`src/psu_pkg.sv`:
```
// ============================================================================
// psu_pkg: shared types and constants for the PNG scanline unfilter
// Beat formats, register indexes, filter, colour and status codes.
// ============================================================================
package psu_pkg;

	localparam int MAX_WIDTH   = 1024;
	localparam int QUEUE_DEPTH = 2;
	localparam int LANES       = 4;
	localparam int LW_W        = 11;
	localparam int CFG_IDX_W   = 1;
	localparam int CFG_DATA_W  = 11;

	localparam logic [CFG_IDX_W-1:0] REG_COLOR_TYPE = 1'd0;
	localparam logic [CFG_IDX_W-1:0] REG_LINE_WIDTH = 1'd1;

	localparam logic [2:0] CT_GRAY       = 3'd0;
	localparam logic [2:0] CT_RGB        = 3'd2;
	localparam logic [2:0] CT_PALETTE    = 3'd3;
	localparam logic [2:0] CT_GRAY_ALPHA = 3'd4;
	localparam logic [2:0] CT_RGBA       = 3'd6;

	localparam logic [2:0] FILT_NONE  = 3'd0;
	localparam logic [2:0] FILT_SUB   = 3'd1;
	localparam logic [2:0] FILT_UP    = 3'd2;
	localparam logic [2:0] FILT_AVG   = 3'd3;
	localparam logic [2:0] FILT_PAETH = 3'd4;

	localparam logic [1:0] ST_OK         = 2'd0;
	localparam logic [1:0] ST_BAD_FILTER = 2'd1;
	localparam logic [1:0] ST_BAD_COLOR  = 2'd2;

	typedef struct packed {
		logic [7:0] filtered_byte;
		logic       image_start;
	} byte_beat_t;

	typedef struct packed {
		logic [7:0] pixel_byte;
		logic       last_in_line;
		logic [1:0] status;
	} pix_beat_t;

	// One classified operation handed from the front to the back.
	typedef struct packed {
		logic       is_err;
		logic [1:0] status;
		logic [7:0] data;
		logic [2:0] filt;
		logic       first_px;
		logic       first_row;
		logic       last;
		logic [1:0] chm1;
	} op_t;

endpackage

```
`src/psu_front.sv`:
```
// ============================================================================
// psu_front: byte classifier for the PNG scanline unfilter
// Holds the configuration registers and row bookkeeping; each accepted byte
// but a valid filter type becomes a data or error operation for the back end.
// ============================================================================
module psu_front #(
	parameter int MAX_WIDTH = psu_pkg::MAX_WIDTH,
	parameter int ADDR_W    = $clog2(psu_pkg::LANES * MAX_WIDTH)
) (
	input  logic                                clk,
	input  logic                                arst_n,
	input  logic                                byte_valid,
	output logic                                byte_ready,
	input  psu_pkg::byte_beat_t                 byte_beat,
	input  logic                                cfg_valid,
	input  logic [psu_pkg::CFG_IDX_W-1:0]       cfg_index,
	input  logic [psu_pkg::CFG_DATA_W-1:0]      cfg_data,
	input  logic                                q_full,
	output logic                                push,
	output psu_pkg::op_t                        push_op,
	output logic [ADDR_W-1:0]                   push_idx
);

	localparam int POS_W = $clog2(psu_pkg::LANES * MAX_WIDTH + 1);
	localparam int CMP_W = (POS_W > psu_pkg::LW_W) ? POS_W : psu_pkg::LW_W;

	logic [2:0]               color_q;
	logic [psu_pkg::LW_W-1:0] width_q;
	logic [POS_W-1:0]         pos_q;
	logic [2:0]               filt_q;
	logic                     first_q;
	logic [1:0]               err_q;

	logic             accept;
	logic [1:0]       e_err;
	logic [POS_W-1:0] e_pos;
	logic             e_first;
	logic             ch_ok;
	logic [1:0]       chm1;
	logic [CMP_W-1:0] lw_ext;
	logic [POS_W-1:0] eff_w;
	logic [POS_W-1:0] bpl;
	logic [POS_W-1:0] idx_full;
	logic             last;
	logic             bad_filter;

	assign byte_ready = !q_full;
	assign accept     = byte_valid && !q_full;

	// An image start clears the row state before the byte itself is handled.
	assign e_err   = byte_beat.image_start ? psu_pkg::ST_OK : err_q;
	assign e_pos   = byte_beat.image_start ? '0 : pos_q;
	assign e_first = byte_beat.image_start || first_q;

	always_comb begin
		ch_ok = 1'b1;
		chm1  = 2'd0;
		unique case (color_q) inside
			psu_pkg::CT_GRAY, psu_pkg::CT_PALETTE: chm1 = 2'd0;
			psu_pkg::CT_GRAY_ALPHA:                chm1 = 2'd1;
			psu_pkg::CT_RGB:                       chm1 = 2'd2;
			psu_pkg::CT_RGBA:                      chm1 = 2'd3;
			default:                               ch_ok = 1'b0;
		endcase
	end

	assign lw_ext = CMP_W'(width_q);

	always_comb begin
		if (width_q == '0) begin
			eff_w = POS_W'(1);
		end else if (lw_ext > CMP_W'(MAX_WIDTH)) begin
			eff_w = POS_W'(MAX_WIDTH);
		end else begin
			eff_w = POS_W'(lw_ext);
		end
	end

	always_comb begin
		case (chm1)
			2'd0:    bpl = eff_w;
			2'd1:    bpl = eff_w << 1;
			2'd2:    bpl = eff_w + (eff_w << 1);
			default: bpl = eff_w << 2;
		endcase
	end

	assign idx_full   = e_pos - 1'b1;
	assign last       = (e_pos >= bpl);
	assign bad_filter = (byte_beat.filtered_byte > {5'd0, psu_pkg::FILT_PAETH});

	always_comb begin
		push_op.is_err    = 1'b1;
		push_op.status    = psu_pkg::ST_OK;
		push_op.data      = byte_beat.filtered_byte;
		push_op.filt      = filt_q;
		push_op.first_px  = (idx_full <= POS_W'(chm1));
		push_op.first_row = e_first;
		push_op.last      = last;
		push_op.chm1      = chm1;
		push              = accept;
		if (e_err != psu_pkg::ST_OK) begin
			push_op.status = e_err;
		end else if (!ch_ok) begin
			push_op.status = psu_pkg::ST_BAD_COLOR;
		end else if (e_pos == '0) begin
			push_op.status = psu_pkg::ST_BAD_FILTER;
			push           = accept && bad_filter;
		end else begin
			push_op.is_err = 1'b0;
		end
	end

	assign push_idx = idx_full[ADDR_W-1:0];

	always_ff @(posedge clk or negedge arst_n) begin
		if (!arst_n) begin
			color_q <= psu_pkg::CT_GRAY;
			width_q <= psu_pkg::LW_W'(1);
			pos_q   <= '0;
			filt_q  <= psu_pkg::FILT_NONE;
			first_q <= 1'b1;
			err_q   <= psu_pkg::ST_OK;
		end else begin
			if (cfg_valid) begin
				if (cfg_index == psu_pkg::REG_COLOR_TYPE) begin
					color_q <= cfg_data[2:0];
				end else begin
					width_q <= cfg_data[psu_pkg::LW_W-1:0];
				end
			end
			if (accept) begin
				err_q   <= e_err;
				pos_q   <= e_pos;
				first_q <= e_first;
				if (e_err != psu_pkg::ST_OK) begin
					// Error holds until the next image start.
				end else if (!ch_ok) begin
					err_q <= psu_pkg::ST_BAD_COLOR;
				end else if (e_pos == '0) begin
					if (bad_filter) begin
						err_q <= psu_pkg::ST_BAD_FILTER;
					end else begin
						filt_q <= byte_beat.filtered_byte[2:0];
						pos_q  <= POS_W'(1);
					end
				end else if (last) begin
					pos_q   <= '0;
					first_q <= 1'b0;
				end else begin
					pos_q <= e_pos + 1'b1;
				end
			end
		end
	end

endmodule

```
`config.mk`:
```
export PLATFORM = sky130hd
export DESIGN_NAME = psu_front
export DESIGN_NICKNAME = d
export VERILOG_FILES = /design/src/psu_pkg.sv /design/src/psu_front.sv
export SDC_FILE = /design/constraint.sdc
export NUM_CORES = 1
export LEC_CHECK = 0
export ABC_AREA = 0
export BUFFER_PORTS_ARGS = -buffer_cell sky130_fd_sc_hd__buf_2
export CORE_MARGIN = 2
export CORE_UTILIZATION = 52
export DETAILED_ROUTE_END_ITERATION = 10
export GPL_TIMING_DRIVEN = 0
export PLACE_DENSITY = 0.78
export SLEW_MARGIN = 20
export SYNTH_ARGS = -nofsm -noshare
export SYNTH_HDL_FRONTEND = slang
export SYNTH_SLANG_ARGS = --single-unit
```
`constraint.sdc`:
```
create_clock -name clk -period 3.66 [get_ports clk]
set_input_delay 0.366 -clock clk [delete_from_list [all_inputs] [get_ports clk]]
set_output_delay 0.366 -clock clk [all_outputs]
set_load 0.005 [all_outputs]
```
==> results.tsv, run 1 <==
metric	value	unit
RR Startpoint	width_q[5]	
kind of cell adding the most delay to the critical path	compound AO/OA/AOI/OAI gates	
row count	29	
boundary pin count	59	
Core Region	6314	µm²
status	complete, but fails checks	
vias in the first global route	3387	
cts hold-fix bufs	0	
DRT Pass-1 Iters	5	
cts bufs inserted	5	
final antenna-violating net count	0	
Routed WL	10.59	mm
unrepaired setup endpoints after global routing	true	
Final nets	568	
DRC Markers	0	
crit end category	register	
Final Power	0.001854	W
Pleak	1.997	nW
Final GP Congestion	0.9412	
total inserted antenna cells	0	
Synth Warn #	0	
Clock Latency Late Sink	300	ps
routed via count	3700	
top cell type's share of synthesized area	0.2287	
gr ovfl total	0	
Slew headroom	0.4919	
maximum VDD drop	0.0003989	V
number of H-tree levels	2	
pwr dens	417.9	nW/µm²
CTS clock-pin slew for the worst setup and hold paths	80	ps
Yosys cell types	64	
worst slew pin tran	762.1	ps
post-synthesis sequential area ratio	0.2442	
Seq cells post-synth	33	
area of the multi-input gates	2639	µm²
crit path max fanout	4	
synthesized cell area	3392	µm²
number of synthesized flops with an enable pin	0	
Final Cell Area	4436	µm²
Crit Path Category	register to register	
Tmin final	4408	ps
Setup Skew	15.11	ps
post-synth net total	477	
clock sinks	33	
worst hold path type	primary input to asynchronous set/reset pin	
CP Buf/Inv Count	3	
P&R area growth vs syn	30.76	%
HPWL Detailed	6.972	mm
register area	833.3	µm²
CP peak stage delay	430	ps
fmax	0.2269	GHz
ratio of cells with drive above 1 in the final layout	0.3606	
Die H	84.77	µm
DR WL/cell	17.95	µm
CTS root buffer	clkbuf_8	
max-cap violation count	0	
Final Hold Viols	0	
CP max stage cell	dfrtp_2	
CTS Buffer Depth	2	
Initial Utilization	0.5373	
die width	84.77	µm
syn avg cell area	8.057	µm²
CTS tree	built	
largest net degree at the start of global routing	34	
final setup fails	15	
worst-path cell chain	nor4_4, nand3_2, o21ai_4, and2_4, ha_4, a211o_4, nor2_4, o31ai_4, xor2_2, a221oi_2, ha_1, nand4_1, a211oi_2, buf_4, o2bb2ai_4, buf_6, nor2_4, buf_4, nor2_2, a2111oi_2	
final slew viol count	0	
Worst setup SP type	register	
initial antenna violation count	0	
Mapped Cells	421	
r2r endpoint	pos_q[3]	
leading area contributor after synthesis	dfrtp_1	
top-count cell post-synth	nand2_1	
Worst Reg2Reg Path Length in Cells	20	
reg2reg setup slack	-750	ps
top cells by area, synth	dfrtp_1, ha_1, mux2_2	
failing checks	setup timing	
DRT iter0 DRCs	309	
Die ar.	7185	µm²
main flop type after synthesis	dfrtp_1	
GRT Total Usage	0.2811	
Async S/R FF share, synth	1.000	
wire length of the first global-routing pass	16.37	mm
DR vias/cell	6.271	
worst setup margin	-747.7	ps
WP data required	3840	ps
Fill cells	498	
placed cell area	3815	µm²
top cells by count, synth	nand2_1, dfrtp_1, nor2_1	
Crit path arrival time	4590	ps
I/O Buffers	58	
Final period util	1.204	
==> area by class of cell <==
| cell class | count | area share |
|---|---|---|
| buffer | 31 | 0.03752 |
| multi-input combinational | 338 | 0.5949 |
| clock buffer | 6 | 0.01636 |
| inverter | 18 | 0.01523 |
| sequential | 33 | 0.1879 |
| timing repair buffer | 85 | 0.1185 |
| clock inverter | 2 | 0.007898 |
| tap | 77 | 0.02172 |
==> state kept, by name (all words and copies together) (netlist names) <==
signal / count
pos_q: 13
width_q: 11
color_q: 3
filt_q: 3
err_q: 2
first_q: 1
==> metrics by stage <==
| step | setup TNS (ps) | instances | setup WS, ps | utilization | hold WS, ps |
|---|---|---|---|---|---|
| finish | -9046 | 590 | -747.7 | 0.7025 | 121.3 |
| detailed placement | -13430 | 556 | -1163 | 0.6042 | 477.8 |
| global route | -10630 | 590 | -828.2 | 0.7025 | 190.3 |
| CTS | -9389 | 577 | -813.9 | 0.6617 | 155.8 |
| global placement | -11420 | 556 | -1013 | 0.6042 | 470.4 |
| floorplan | -421.4 | 421 | -160.8 | - | 70.41 |
==> power breakdown <==
group,total (W),internal (W),switching (W)
Combinational,0.00103,0.000460,0.000573
Clock,0.000348,0.000202,0.000146
Sequential,0.000473,0.000410,0.0000623
==> worst max-delay path by stage <==
stage | start | end | slack, ps | cells past startpoint
after detailed placement | width_q[10] | pos_q[11] | -1160 | 18
after global placement | width_q[10] | pos_q[11] | -1010 | 18
final | width_q[5] | pos_q[3] | -750 | 20
after CTS | width_q[4] | push_op[2] | -810 | 19
after floorplan | width_q[4] | pos_q[6] | -160 | 21
after global routing | width_q[5] | push_op[2] | -830 | 20
==> placed cells by master, fill, tap and decap left out, types with 3 or more instances in the layout <==
| master | Yosys | routed |
|---|---|---|
| buf_2 | 6 | 63 |
| nand2_1 | 41 | 40 |
| buf_4 | 10 | 30 |
| nor2_1 | 30 | 28 |
| dfrtp_1 | 31 | 27 |
| ha_1 | 29 | 26 |
| nor2b_1 | 27 | 24 |
| o21ai_0 | 28 | 24 |
| a21oi_1 | 28 | 23 |
| inv_1 | 18 | 17 |
| mux2_2 | 17 | 17 |
| clkbuf_1 | 15 | 13 |
| nor3_1 | 9 | 9 |
| nand3_1 | 9 | 8 |
| buf_6 | 0 | 8 |
| nand2b_1 | 7 | 7 |
| xnor2_1 | 7 | 7 |
| xor2_1 | 7 | 6 |
| o21ai_1 | 7 | 6 |
| o21a_1 | 5 | 5 |
| a32o_1 | 5 | 5 |
| a31oi_1 | 5 | 5 |
| mux2i_1 | 5 | 5 |
| clkbuf_8 | 0 | 5 |
| o21ai_2 | 1 | 4 |
| a22oi_1 | 5 | 4 |
| a21oi_2 | 0 | 4 |
| a21o_1 | 4 | 4 |
| dfrtp_2 | 0 | 4 |
| nor4_4 | 2 | 3 |
| nor4_1 | 4 | 3 |
| or3_1 | 3 | 3 |
| nand4_1 | 3 | 3 |
| and3_1 | 3 | 3 |
| ha_4 | 0 | 3 |
==> timing repair <==
action                     CTS  global route
setup endpoints to repair   15            16
buffers inserted            14            14
gates resized for setup     36            33
hold endpoints to repair     0             0
pin swaps                   27            34
==> metal layers <==
layer  global-route usage  routed length, µm  vias up
met2               0.4617               5020      227
li1                     -                  -     1683
met5                    0                  0        -
met3              0.04031                803       46
met1               0.3798               4359     1744
met4              0.09524                409        0
==> logic make-up after synthesis <==
kind of cell | share of synthesized area
AND/OR/NAND/NOR | 0.2457
XOR/XNOR | 0.03615
multiplexers | 0.07119
AO/OA/AOI/OAI | 0.2213
flip-flops | 0.2442
buffers and inverters | 0.06861
adder cells (fa/ha/maj) | 0.1129
Note: power is estimated with default switching activity, not from simulation.
==> inputs of run 2 (changes only) <==
BUFFER_PORTS_ARGS = unset   (was -buffer_cell sky130_fd_sc_hd__buf_2)
CORE_UTILIZATION = 55   (was 52)
DONT_BUFFER_PORTS = 1   (was unset)
PLACE_DENSITY = 0.73   (was 0.78)
==> run 2 against run 1 <==
The run still ends with setup timing left. Fmax up 3.1%. Critical path type is now register to output pin. Clock power up 2%. First-iteration DRC count down 32%. Power down 10%. Cell count down 11%. Worst hold slack better by 100 ps. Global-route usage about the same. Wire length down 14%. Flip-flop and latch count unchanged. Combinational power down 18%.
==> results.tsv, run 2 (synthesis results as in run 1) <==
metric	value	unit	change
status	complete, but fails checks		unchanged
failing checks	setup timing		unchanged
worst hold margin	225.8	ps	was 121.3 ps
max-cap violation count	0		unchanged
HPWL Detailed	6.820	mm	was 6.972 mm
Biggest register	pos_q		unchanged
boundary pin count	59		unchanged
crit path max fanout	2		was 4
unrepaired setup endpoints after global routing	true		unchanged
Pint	0.0009883	W	was 0.001073 W
switching component of the power	0.0006777	W	was 0.0007809 W
largest net degree at the start of global routing	34		unchanged
crit end category	output pin		was register
Worst setup SP type	register		unchanged
Setup Skew	11.27	ps	was 15.11 ps
cts bufs inserted	5		unchanged
met1 Usage GRT	0.4033		was 0.3798
met2 usage	0.4339		was 0.4617
Fill cells	514		was 498
CTS Buffer Depth	2		unchanged
sequential fraction of design power	0.283		was 0.255
final antenna-violating net count	0		unchanged
clock sinks	33		unchanged
Final nets	503		was 568
gr ovfl total	0		unchanged
Routed WL	9.080	mm	was 10.59 mm
most frequent cells in the layout	nand2_1, nor2_1, ha_1, dfrtp_1		was buf_2, nand2_1, buf_4
CTS root buffer	clkbuf_8		unchanged
CTS clock-pin slew for the worst setup and hold paths	70	ps	was 80 ps
DRT iter0 DRCs	211		was 309
Slew headroom	0.6146		was 0.4919
GRT Total Usage	0.2815		was 0.2811
Initial Utilization	0.5695		was 0.5373
largest registers	pos_q: 13 flops, width_q: 11 flops		unchanged
DRC Markers	0		unchanged
Clk pwr share	0.213		was 0.188
busiest layer in global routing	met2		unchanged
met3 usage	0.05978		was 0.04031
DRT Pass-1 Iters	4		was 5
Crit path arrival time	3910	ps	was 4590 ps
ratio of cells with drive above 1 in the final layout	0.2299		was 0.3606
row count	28		was 29
DR WL/cell	17.36	µm	was 17.95 µm
I/O Buffers	0		was 58
Final GP Congestion	0.9292		was 0.9412
most common cell after layout, fill and taps aside	nand2_1		was buf_2
Core Region	5956	µm²	was 6314 µm²
DR vias/cell	6.275		was 6.271
dpl ws	-1071	ps	was -1163 ps
worst hold path type	primary input to register		was primary input to asynchronous set/reset pin
Clock Latency Late Sink	290	ps	was 300 ps
switch share	0.4068		was 0.4212
Die H	82.53	µm	was 84.77 µm
worst slew pin tran	572.8	ps	was 762.1 ps
initial antenna violation count	0		unchanged
routed via count	3282		was 3700
P&R area growth vs syn	16.16	%	was 30.76%
vias in the first global route	3112		was 3387
Die ar.	6811	µm²	was 7185 µm²
WP data required	3290	ps	was 3840 ps
pwr dens	422.8	nW/µm²	was 417.9 nW/µm²
die width	82.53	µm	was 84.77 µm
CTS tree	built		unchanged
worst setup margin	-615.4	ps	was -747.7 ps
number of H-tree levels	2		unchanged
Crit Path Category	register to output pin		was register to register
wire length of the first global-routing pass	14.86	mm	was 16.37 mm
maximum VDD drop	0.0005589	V	was 0.0003989 V
final slew viol count	0		unchanged
Final period util	1.168		was 1.204
combinational fraction of design power	0.505		was 0.557
Tmin final	4275	ps	was 4408 ps
fmax	0.2339	GHz	was 0.2269 GHz
max reg flops	13		unchanged
final setup fails	15		unchanged
total inserted antenna cells	0		unchanged
Pleak	1.711	nW	was 1.997 nW
Final Hold Viols	0		unchanged
run 2: cell types whose count changed in the layout (fill, tap and decap cells not counted), moves of 2 or more:
cell	delta
buf_2	-57
buf_4	-6
buf_6	-5
ha_4	-3
a21oi_1	+2
buf_12	+2
ha_1	+2
nor2_1	+2
o21ai_2	-2
o31ai_4	-2
run 2: worst max-delay path: stages, from the launching register on:
cell and delay [ps]:
dfrtp_2 430, nor4_4 280, nand3_2 140, a21oi_2 180
ha_2 210, inv_2 40, fa_2 340, nor2b_2 140
o31a_1 190, o21bai_1 120, a21oi_1 140, nor2_1 70
xnor2_1 140, a21oi_1 100, ha_1 330, nand4_1 150
buf_4 190, o21ai_4 180, a21o_1 140, buf_4 120
run 2: worst paths after layout:
path,start,to,slack (ps),cells past startpoint
setup / recovery,width_q[5],push_op[2],-620,19
hold / removal,byte_beat[3],filt_q[2],230,1
setup reg to reg,width_q[5],pos_q[6],-580,21
hold reg to reg,width_q[1],width_q[1],530,1
max in group asynchronous,arst_n,width_q[0],2890,2
min in group asynchronous,arst_n,pos_q[1],510,2
run 2: routing by layer:
metal / share of wire / wire [µm]
met5: 0 / 0
met4: 0.0089 / 81
met3: 0.083 / 756
met2: 0.46 / 4186
met1: 0.45 / 4056
run 2: repair_timing:
item / in CTS / in global routing
setup buffers: 13 / 5
gates resized for setup: 26 / 7
pin swaps: 24 / 15
endpoints found under the setup margin: 15 / 16
cloned: 0 / 0
endpoints found under the hold margin: 33 / 0
hold buffers: 2 / 0
run 2: final cells by class:
cell class | count | area [µm²] | share of cell area
Inverter | 18 | 67.56 | 0.01715
Tap cell | 75 | 93.84 | 0.02382
Clock inverter | 1 | 30.03 | 0.007621
Sequential cell | 33 | 832.0 | 0.2112
Buffer | 31 | 162.7 | 0.04128
Timing Repair Buffer | 20 | 188.9 | 0.04795
Clock buffer | 7 | 86.33 | 0.02191
Multi-Input combinational cell | 338 | 2479 | 0.6291
run 2: through the flow:
step                      total power [W]    util  TNS, ps  area [µm²]  std cells
after floorplan                  0.001019       -   -421.4        3428        421
after global routing             0.001785  0.6616   -10910        3940        523
after CTS                        0.001635  0.6498    -5608        3870        518
after global placement           0.001161  0.5914   -11090        3522        496
after detailed placement         0.001183  0.5914   -12330        3522        496
final                            0.001666  0.6616    -6507        3940        523
run 2: power groups by stage:
| stage | combinational [W] | clock (W) | sequential, W |
|---|---|---|---|
| global route | 0.000938 | 0.000370 | 0.000476 |
| CTS | 0.000810 | 0.000359 | 0.000465 |
| global placement | 0.000692 | 0 | 0.000468 |
| finish | 0.000841 | 0.000354 | 0.000471 |
| floorplan | 0.000567 | 0 | 0.000453 |
| detailed placement | 0.000711 | 0 | 0.000472 |
