===== config.mk =====
export PLATFORM = sky130hd
export DESIGN_NAME = psu_queue
export DESIGN_NICKNAME = d
export VERILOG_FILES = /design/src/psu_pkg.sv /design/src/psu_queue.sv
export SDC_FILE = /design/constraint.sdc
export NUM_CORES = 1
export LEC_CHECK = 0
export BUFFER_PORTS_ARGS = -buffer_cell sky130_fd_sc_hd__buf_2
export CORE_MARGIN = 2
export CORE_UTILIZATION = 52
export CTS_BUF_LIST = sky130_fd_sc_hd__clkbuf_16
export DETAILED_ROUTE_END_ITERATION = 16
export PLACE_DENSITY = 0.88
export RECOVER_POWER = 50
export SYNTH_ARGS = -nofsm -noshare
export SYNTH_HDL_FRONTEND = slang
export SYNTH_SLANG_ARGS = --single-unit
export TNS_END_PERCENT = 5

===== constraint.sdc =====
create_clock -name clk -period 3 [get_ports clk]
set_clock_uncertainty 0.2 [all_clocks]
set_input_delay 0.45 -clock clk [delete_from_list [all_inputs] [get_ports clk]]
set_output_delay 0.45 -clock clk [all_outputs]
set_load 0.02 [all_outputs]

===== src/psu_pkg.sv =====
// ============================================================================
// psu_pkg: shared types and constants for the PNG scanline unfilter
// Beat formats, register indexes, filter, colour and status codes.
// ============================================================================
package psu_pkg;

	localparam int MAX_WIDTH   = 1024;
	localparam int QUEUE_DEPTH = 2;
	localparam int LANES       = 4;
	localparam int LW_W        = 11;
	localparam int CFG_IDX_W   = 1;
	localparam int CFG_DATA_W  = 11;

	localparam logic [CFG_IDX_W-1:0] REG_COLOR_TYPE = 1'd0;
	localparam logic [CFG_IDX_W-1:0] REG_LINE_WIDTH = 1'd1;

	localparam logic [2:0] CT_GRAY       = 3'd0;
	localparam logic [2:0] CT_RGB        = 3'd2;
	localparam logic [2:0] CT_PALETTE    = 3'd3;
	localparam logic [2:0] CT_GRAY_ALPHA = 3'd4;
	localparam logic [2:0] CT_RGBA       = 3'd6;

	localparam logic [2:0] FILT_NONE  = 3'd0;
	localparam logic [2:0] FILT_SUB   = 3'd1;
	localparam logic [2:0] FILT_UP    = 3'd2;
	localparam logic [2:0] FILT_AVG   = 3'd3;
	localparam logic [2:0] FILT_PAETH = 3'd4;

	localparam logic [1:0] ST_OK         = 2'd0;
	localparam logic [1:0] ST_BAD_FILTER = 2'd1;
	localparam logic [1:0] ST_BAD_COLOR  = 2'd2;

	typedef struct packed {
		logic [7:0] filtered_byte;
		logic       image_start;
	} byte_beat_t;

	typedef struct packed {
		logic [7:0] pixel_byte;
		logic       last_in_line;
		logic [1:0] status;
	} pix_beat_t;

	// One classified operation handed from the front to the back.
	typedef struct packed {
		logic       is_err;
		logic [1:0] status;
		logic [7:0] data;
		logic [2:0] filt;
		logic       first_px;
		logic       first_row;
		logic       last;
		logic [1:0] chm1;
	} op_t;

endpackage


===== src/psu_queue.sv =====
// ============================================================================
// psu_queue: short FIFO between the classifier and the reconstruction pipe
// Head entry is presented combinationally; push and pop may share a cycle.
// ============================================================================
module psu_queue #(
	parameter int WIDTH = 8,
	parameter int DEPTH = psu_pkg::QUEUE_DEPTH
) (
	input  logic             clk,
	input  logic             arst_n,
	input  logic             push,
	input  logic [WIDTH-1:0] push_data,
	input  logic             pop,
	output logic [WIDTH-1:0] head_data,
	output logic             full,
	output logic             empty
);

	localparam int PTR_W = $clog2(DEPTH);
	localparam int CNT_W = $clog2(DEPTH + 1);

	logic [WIDTH-1:0] slots_q [DEPTH];
	logic [PTR_W-1:0] wr_ptr_q;
	logic [PTR_W-1:0] rd_ptr_q;
	logic [CNT_W-1:0] count_q;

	assign full      = (count_q == CNT_W'(DEPTH));
	assign empty     = (count_q == '0);
	assign head_data = slots_q[rd_ptr_q];

	always_ff @(posedge clk) begin
		if (push) begin
			slots_q[wr_ptr_q] <= push_data;
		end
	end

	always_ff @(posedge clk or negedge arst_n) begin
		if (!arst_n) begin
			wr_ptr_q <= '0;
			rd_ptr_q <= '0;
			count_q  <= '0;
		end else begin
			if (push) begin
				wr_ptr_q <= (wr_ptr_q == PTR_W'(DEPTH - 1)) ? '0 : wr_ptr_q + 1'b1;
			end
			if (pop) begin
				rd_ptr_q <= (rd_ptr_q == PTR_W'(DEPTH - 1)) ? '0 : rd_ptr_q + 1'b1;
			end
			if (push && !pop) begin
				count_q <= count_q + 1'b1;
			end else if (pop && !push) begin
				count_q <= count_q - 1'b1;
			end
		end
	end

endmodule


==> run_results.csv, run 1 <==
group,metric,value,unit
run_status,status,"complete, no violations",
power_and_ir_drop,vdd_drop_max,0.7947,mV
die,die_width,42.50,um
yosys,synth.largest_area_cell,"edfxtp_1",
worst_setup_path,reg2reg_slack,1490,ps
global_routing,overflow,0,
yosys,synth_top_area_frac,0.6234,
routing,via_count,401,
power_and_ir_drop,p_sw,0.2929,mW
worst_setup_path,regToRegEndpoint,"slots_q[0][6]",
power_and_ir_drop,clkPwrFrac,0.275,
min_path,hold_depth,1,
timing,fin_setup_tns,0,ps
worst_setup_path,worst_setup_path_end_kind,"output port",
worst_setup_path,cp-startpoint,"rd_ptr_q",
cells_and_area,num_antenna_cells,0,
global_routing,grt.total_usage,0.1544,
power_and_ir_drop,seqPwrFrac,0.446,
timing,timing.fmax,498.1,MHz
timing,fin_crit_sh,0.6692,
worst_setup_path,required,2350,ps
die,die-area,1806,um2
timing,worstMarginPinSlew,678.4,ps
worst_setup_path,r2r_cells,1,
global_routing,grtUsageMet2,0.2492,
global_routing,grt_pass1_wl,1925,um
worst_setup_path,cp_max_fo,9,
timing,slew_headroom,0.5468,
timing,min_period,2008,ps
yosys,synth_area,770.7,um2
cts,clkSlewWorstSetupHoldPaths,50,ps
cts,clockBufferDepth,2,
cells_and_area,final_core_utilization,0.7146,
cts,cts_tree,"yes",
worst_setup_path,r2r-start,"wr_ptr_q",
global_routing,top_usage_layer,"met2",
routing,routedWlPerCell,14.48,um
worst_setup_path,path_class,"flip-flop to output port",
global_routing,grt_use_met3,0.06466,
cells_and_area,syn_to_final_growth,25.16,%
power_and_ir_drop,finalPower,0.9700,mW
yosys,netlist_top_cells_count,"edfxtp_1, mux2_2, dfrtp_1, xor2_1, nor2_1",
place,dp_hpwl,827.1,um
yosys,syn_inst,41,
cells_and_area,final_cell_area,964.7,um2
die,io-pin-count,22,
yosys,synth-edff-count,16,
yosys,synth-seq-area-share,0.7532,
yosys,postSynthAreaPerCell,18.80,um2
cts,clock-root-buffer,"clkbuf_16",
cts,cts.sinks,20,
cts,cts_setup_buffers,0,
min_path,hold_class,"input pin to flip-flop",
routing,drt-pass1-iter-count,3,
place,pre_cts_slack,1242,ps
place,dp.cells,76,
timing,slew_viol_final,0,
routing,drc,0,
die,start_util,0.5709,
timing,hold_viol,0,
power_and_ir_drop,pwr-share-comb,0.278,
place,gp_congestion,0.7042,
die,fp.dieH,42.50,um
die,coreArea,1350,um2
cells_and_area,drive_gt1_frac,0.4091,
yosys,ys_seq_elements,20,
worst_setup_path,cp.arrival,1360,ps
power_and_ir_drop,power.share.switching,0.3019,
yosys,syn_nets,54,
timing,rsz0062_at_grt,"false",
cells_and_area,nets,80,
die,num_rows,13,
cells_and_area,layoutNonFillerInstCount,81,
timing,hold_slack,190.0,ps
cts,clk_latency,250,ps
flow_run,drv_cap,0,
yosys,synth_most_common_cell,"edfxtp_1",
worst_setup_path,startpoint_type,"flip-flop",
place,portBuffers,21,
global_routing,grt_pass1_vias,417,
yosys,yosys_warnings,0,
worst_setup_path,crit_end,"head_data[1]",
routing,routed_via_density,4.951,
power_and_ir_drop,power_density,1006,nW/um2
routing,postRouteAntennaNets,0,
yosys,postSynth.asyncResetShare,0.2000,
global_routing,met1_usage,0.1848,
power_and_ir_drop,p_int,0.6771,mW
cts,htreeDepth,1,
place,dpl_cell_area,883.3,um2
routing,drt_iter0_markers,5,
timing,setup_viol,0,
timing,finalWorstSetupSlack,992.5,ps
yosys,synthFlopType,"edfxtp_1",
power_and_ir_drop,power_leakage,0.3896,nW
yosys,ys_types,12,
cells_and_area,n_fill_cell,95,
yosys,synth_area_leaders,"edfxtp_1, dfrtp_1, mux2_2",
cts,numCtsBuffers,3,
global_routing,antenna_found_initial,0,
routing,routed_wl,1173,um
global_routing,grt_max_degree,12,
## how the worst min path moves through the flow
stage | from | endpoint | slack, ps
after CTS | push_data[2] | slots_q[1][2] | 190
after global routing | push_data[2] | slots_q[1][2] | 190
final | push_data[2] | slots_q[1][2] | 190
after global placement | arst_n | wr_ptr_q | 60
after floorplan | arst_n | count_q[0] | -50
after detailed placement | arst_n | wr_ptr_q | 60
## state kept, by name (all words and copies together) (netlist names)
name and cells:
wr_ptr_q 1, rd_ptr_q 1, slots_q 16, count_q 2
## cells by family (layout without fill, tap and decap cells)
logic type                 after synthesis  count (layout)  synth area share
DFF                                     20              20            0.7533
muxes                                    8               8            0.1169
xor gates and xnor gates                 5               5           0.05682
and+or+nand+nor                          5               5           0.03735
buffers and inverters                    2              27           0.01947
adders and majority gates                1               1           0.01623
## power groups by stage
stage / combinational (mW) / sequential (mW) / clock, mW
4_1_cts: 0.275 / 0.433 / 0.269
6_report: 0.270 / 0.433 / 0.267
3_5_place_dp: 0.273 / 0.438 / 0
3_3_place_gp: 0.267 / 0.433 / 0
2_1_floorplan: 0.228 / 0.408 / 0
5_1_grt: 0.294 / 0.443 / 0.281
## layer usage
metal	routed length, um	share of wire
met4	0	0
met3	73	0.062
met5	0	0
met1	478	0.41
met2	621	0.53
## layout make-up
class	instances	area (um2)	share of cell area
clock inverter	1	3.754	0.003891
inverter	1	3.754	0.003891
multi-input combinational	19	175.2	0.1816
clock buffer	3	75.07	0.07782
timing repair buffer	22	107.6	0.1115
tap	15	18.77	0.01946
sequential	20	580.6	0.6018
## critical path: stages, from the launching register on
cell     delay (ps)
dfrtp_1         570
mux2_2          380
buf_2           160
## what timing repair did
item / in CTS / in global routing
resized for setup: 0 / 0
hold endpoints to repair: 4 / 0
hold buffers: 1 / 0
## layout by cell type, fill, tap and decap left out, drive strengths merged, types with 2 or more instances in the layout
| cell type | n |
|---|---|
| dfrtp | 4 |
| edfxtp | 16 |
| mux2 | 8 |
| xor2 | 4 |
| nor2 | 2 |
| inv | 2 |
| buf | 15 |
| clkbuf | 9 |
(Power assumes the default switching activity.)
==> inputs of run 2 (changes only) <==
Settings changed: CORE_UTILIZATION 52 to 43, PLACE_DENSITY 0.88 to 0.79.
Clock period 3 ns to 1.82 ns, I/O delays scaled along.
==> run 2 against run 1 <==
Against the previous run:
- sequential cell count stayed put
- cell count is 14% higher
- non-clock buffer count is 1 higher
- die area is 19% higher
- register-to-register slack worse by 1100 ps
- critical path type unchanged
- critical endpoint unchanged
==> run_results.csv, run 2 (synthesized netlist as in run 1, its figures left out) <==
group,metric,value,unit
worst_setup_path,cp.arrival,1250,ps
global_routing,grt_pass1_vias,401,
worst_setup_path,startpoint_type,"flip-flop",
cells_and_area,most-common-layout-cells,"buf_2, edfxtp_1, mux2_2",
cells_and_area,final_common_cell,"buf_2",
timing,slew_viol_final,0,
global_routing,antenna_found_initial,0,
global_routing,top_usage_layer,"met2",
global_routing,grt_max_degree,13,
timing,min_period,1721,ps
timing,hold_viol,0,
global_routing,grt_pass1_wl,1656,um
timing,fin_crit_sh,0.9458,
power_and_ir_drop,vdd_drop_max,1.076,mV
cts,cts.sinks,20,
global_routing,overflow,0,
routing,drt_iter0_markers,6,
run_status,status,"complete, no violations",
routing,drc,0,
cts,cts_tree,"yes",
worst_setup_path,worst_setup_path_end_kind,"output port",
routing,routed_wl,1106,um
timing,setup_viol,0,
cts,htreeDepth,1,
die,fp.dieH,46.34,um
die,io-pin-count,22,
min_path,hold_class,"input pin to flip-flop",
cts,clockBufferDepth,2,
global_routing,grt.total_usage,0.1184,
cells_and_area,layoutNonFillerInstCount,92,
timing,rsz0062_at_grt,"false",
cells_and_area,nets,81,
routing,routed_via_density,4.500,
worst_setup_path,required,1350,ps
worst_setup_path,max_stage_delay,480,ps
worst_setup_path,cp_slowest_cell,"dfrtp_2",
die,start_util,0.4513,
die,die-area,2147,um2
cells_and_area,final_core_utilization,0.5956,
cts,clkSlewWorstSetupHoldPaths,50,ps
power_and_ir_drop,power_leakage,0.4143,nW
routing,routedWlPerCell,12.02,um
timing,worstMarginPinSlew,387.6,ps
worst_setup_path,cp_max_fo,9,
flow_run,drv_cap,0,
die,coreArea,1708,um2
worst_setup_path,path_class,"flip-flop to output port",
place,gp_congestion,0.6755,
worst_setup_path,reg2reg_slack,410,ps
cts,clock-root-buffer,"clkbuf_16",
global_routing,met1_usage,0.1304,
cts,clk_latency,250,ps
worst_setup_path,cp-startpoint,"rd_ptr_q",
die,num_rows,15,
cells_and_area,reg_top3,"slots_q (16), count_q (2)",
cells_and_area,n_fill_cell,138,
timing,timing.fmax,580.9,MHz
timing,slew_headroom,0.7416,
global_routing,grt_use_met3,0.02353,
routing,drt-pass1-iter-count,2,
worst_setup_path,critical_path_buf_inv_count,1,
power_and_ir_drop,power_density,1729,nW/um2
place,dp.cells,87,
worst_setup_path,r2r-start,"wr_ptr_q",
cells_and_area,largest_reg_flops,16,
min_path,hold_path_startpoint,"push_data[3]",
cts,numCtsBuffers,3,
cells_and_area,drive_gt1_frac,0.5075,
timing,fin_setup_tns,0,ps
place,dp_hpwl,802.3,um
cells_and_area,syn_to_final_growth,31.98,%
routing,via_count,414,
cells_and_area,top_register,"slots_q",
global_routing,grtUsageMet2,0.1917,
place,portBuffers,21,
routing,postRouteAntennaNets,0,
die,die_width,46.34,um
worst_setup_path,path_cells,"mux2_2, buf_2",
worst_setup_path,cp_top_family,"flip-flops",
cells_and_area,num_antenna_cells,0,
[run 2: report_power, final]
group | internal [mW] | switching (mW) | total, mW
combinational | 0.209 | 0.248 | 0.457
sequential | 0.626 | 0.0844 | 0.710
clock | 0.436 | 0.156 | 0.591
total | 1.27 | 0.488 | 1.76
[run 2: worst reg2reg max path: stages (launching register included)]
cell and delay (ps):
dfrtp_1 390, nor2b_1 310, buf_4 220
[run 2: metal layers]
metal | part of all wire | wire length (um) | up-vias
met5 | 0 | 0 | -
met2 | 0.52 | 574 | 14
met3 | 0.033 | 37 | 5
met4 | 0.037 | 41 | 0
li1 | - | - | 200
met1 | 0.41 | 453 | 195
[run 2: timing repair]
item	4_1_cts	5_1_grt
gates resized for setup	1	0
endpoints found under the setup margin	8	0
buffers inserted	0	0
hold endpoints to repair	4	0
hold buffers	1	0
[run 2: cell type report]
class | count | area [um2] | area share
Timing Repair Buffer | 23 | 120.1 | 0.1181
Multi-Input combinational cell | 19 | 175.2 | 0.1722
Tap cell | 25 | 31.28 | 0.03075
Clock buffer | 3 | 75.07 | 0.07380
Clock inverter | 1 | 30.03 | 0.02952
Sequential cell | 20 | 581.8 | 0.5720
Inverter | 1 | 3.754 | 0.003690
[run 2: final timing paths]
check / endpoint / cells after the start
worst max-delay path: head_data[1] / 2
worst min-delay path: slots_q[0][3] / 1
worst max register to register: slots_q[0][0] / 2
worst min register to register: wr_ptr_q / 1
max in group asynchronous: rd_ptr_q / 2
min in group asynchronous: rd_ptr_q / 2
[run 2: stage by stage]
stage          area [um2]  total power [mW]  worst slack (ps)  hold WS, ps
3_5_place_dp        903.4             1.182             248.5       -116.0
2_1_floorplan       770.7             1.048             458.3       -222.6
5_1_grt              1017             1.843             53.04        7.956
6_report             1017             1.759             98.62        6.960
4_1_cts              1020             1.785             79.52        4.991
3_3_place_gp        903.4             1.168             252.1       -115.5
==> inputs of run 3 (changes only) <==
Settings changed: CORE_MARGIN 2 to default, CTS_CLUSTER_DIAMETER from default to 60, RECOVER_POWER 50 to 25.
==> run 3 against run 2 <==
Against the previous run:
- routed wire length grew 1.6%
- power shrank 0.38%
- combinational power is essentially flat
- maximum frequency shrank 1.3%
- highest routed layer unchanged
- design area is the same
- sequential power grew 0.7%
- global-route usage grew 1.7 points
- critical endpoint is now head_data[5]
- count of clock-buffer cells in the layout is the same
- cell count shrank 1.1%
- critical path type unchanged
- sequential cell count is the same
==> run_results.csv, run 3 (synthesized netlist as in run 1, its figures left out) <==
group,metric,value,unit
run_status,status,"complete, no violations",
cts,clkSlewWorstSetupHoldPaths,50,ps
place,dp_hpwl,794.4,um
cells_and_area,most-common-layout-cells,"buf_2, edfxtp_1, mux2_2",
cells_and_area,reg_top3,"slots_q (16), count_q (2)",
timing,slew_headroom,0.7587,
routing,routed_wl,1124,um
cts,htreeDepth,1,
worst_setup_path,max_stage_delay,490,ps
place,gp_congestion,0.6252,
worst_setup_path,cp.arrival,1270,ps
timing,fin_crit_sh,0.9584,
routing,routedWlPerCell,12.35,um
global_routing,antenna_found_initial,0,
cells_and_area,final_common_cell,"buf_2",
cts,clockBufferDepth,2,
place,pre_cts_slack,228.1,ps
global_routing,grt_max_degree,13,
routing,drt_iter0_markers,1,
die,die_width,44.34,um
routing,via_count,416,
cells_and_area,final_core_utilization,0.6381,
routing,postRouteAntennaNets,0,
worst_setup_path,cp_max_fo,9,
cells_and_area,drive_gt1_frac,0.5224,
cells_and_area,multiInputGateArea,175.2,um2
die,die-area,1966,um2
routing,drc,0,
timing,slew_viol_final,0,
cts,cts_tree,"yes",
power_and_ir_drop,vdd_drop_max,0.9901,mV
worst_setup_path,critical_path_buf_inv_count,1,
die,num_rows,14,
die,coreArea,1594,um2
routing,routed_via_density,4.571,
cells_and_area,syn_to_final_growth,31.98,%
worst_setup_path,worst_setup_path_end_kind,"output port",
timing,min_period,1744,ps
cells_and_area,largest_reg_flops,16,
cts,numCtsBuffers,3,
worst_setup_path,reg2reg_slack,540,ps
cts,clock-root-buffer,"clkbuf_16",
timing,setup_viol,0,
cells_and_area,nets,81,
cts,cts.sinks,20,
place,portBuffers,21,
worst_setup_path,required,1350,ps
worst_setup_path,cp_top_family,"flip-flops",
cells_and_area,top_register,"slots_q",
die,fp.dieH,44.34,um
global_routing,grt_pass1_wl,1731,um
cts,clk_latency,250,ps
cells_and_area,num_antenna_cells,0,
die,io-pin-count,22,
global_routing,grt_pass1_vias,411,
timing,timing.fmax,573.3,MHz
worst_setup_path,cp_slowest_cell,"dfrtp_2",
timing,fin_setup_tns,0,ps
die,start_util,0.4835,
power_and_ir_drop,power_density,1723,nW/um2
worst_setup_path,path_class,"flip-flop to output port",
flow_run,drv_cap,0,
routing,drt-pass1-iter-count,2,
timing,worstMarginPinSlew,362.0,ps
worst_setup_path,startpoint_type,"flip-flop",
cells_and_area,register_area,581.8,um2
global_routing,overflow,0,
timing,finalWorstSetupSlack,75.74,ps
timing,rsz0062_at_grt,"false",
min_path,hold_class,"input pin to flip-flop",
timing,hold_viol,0,
worst_setup_path,path_cells,"mux2_2, buf_2",
cells_and_area,n_fill_cell,137,
global_routing,grt.total_usage,0.1359,
power_and_ir_drop,power_leakage,0.4170,nW
[run 3: cell type report]
class / instances / share of cell area
multi-input cells: 19 / 0.1722
clock buffers: 3 / 0.07380
repair buffers: 23 / 0.1193
inverters: 1 / 0.003690
clock inverters: 1 / 0.02952
flip-flops and latches: 20 / 0.5720
well taps: 24 / 0.02952
[run 3: routing by layer]
| layer | global-route usage | vias to the layer above | routed length [um] |
|---|---|---|---|
| li1 | - | 199 | - |
| met1 | 0.1350 | 200 | 476 |
| met2 | 0.2235 | 15 | 552 |
| met3 | 0.08980 | 2 | 80 |
| met4 | 0.05455 | 0 | 14 |
| met5 | 0 | - | 0 |
[run 3: stage by stage]
step	total power, mW	instances	hold WS (ps)	cell area [um2]
3_5_place_dp	1.183	86	-116.0	902.1
3_3_place_gp	1.164	86	-117.6	902.1
6_report	1.752	91	11.07	1017
4_1_cts	1.775	91	8.086	1018
2_1_floorplan	1.048	41	-222.6	770.7
5_1_grt	1.829	91	7.627	1017
[run 3: final timing paths]
check | end | from | depth (start not counted)
worst min-delay path | slots_q[1][7] | push_data[7] | 1
worst min register to register | wr_ptr_q | wr_ptr_q | 1
worst max-delay path | head_data[5] | rd_ptr_q | 2
min in group asynchronous | wr_ptr_q | arst_n | 2
max in group asynchronous | rd_ptr_q | arst_n | 2
worst max register to register | slots_q[1][0] | wr_ptr_q | 1
[run 3: power by group]
part	switching, mW	internal [mW]	leakage (nW)	total, mW
Sequential	0.0896	0.626	0.196	0.715
Clock	0.146	0.435	0.0511	0.581
Combinational	0.246	0.210	0.170	0.456
Total	0.481	1.27	0.417	1.75
[run 3: timing repair]
action                                  in CTS  in global routing
buffers inserted                             0                  0
hold buffers                                 1                  0
endpoints found under the setup margin       8                  0
endpoints found under the hold margin        4                  0
gates resized for setup                      1                  0
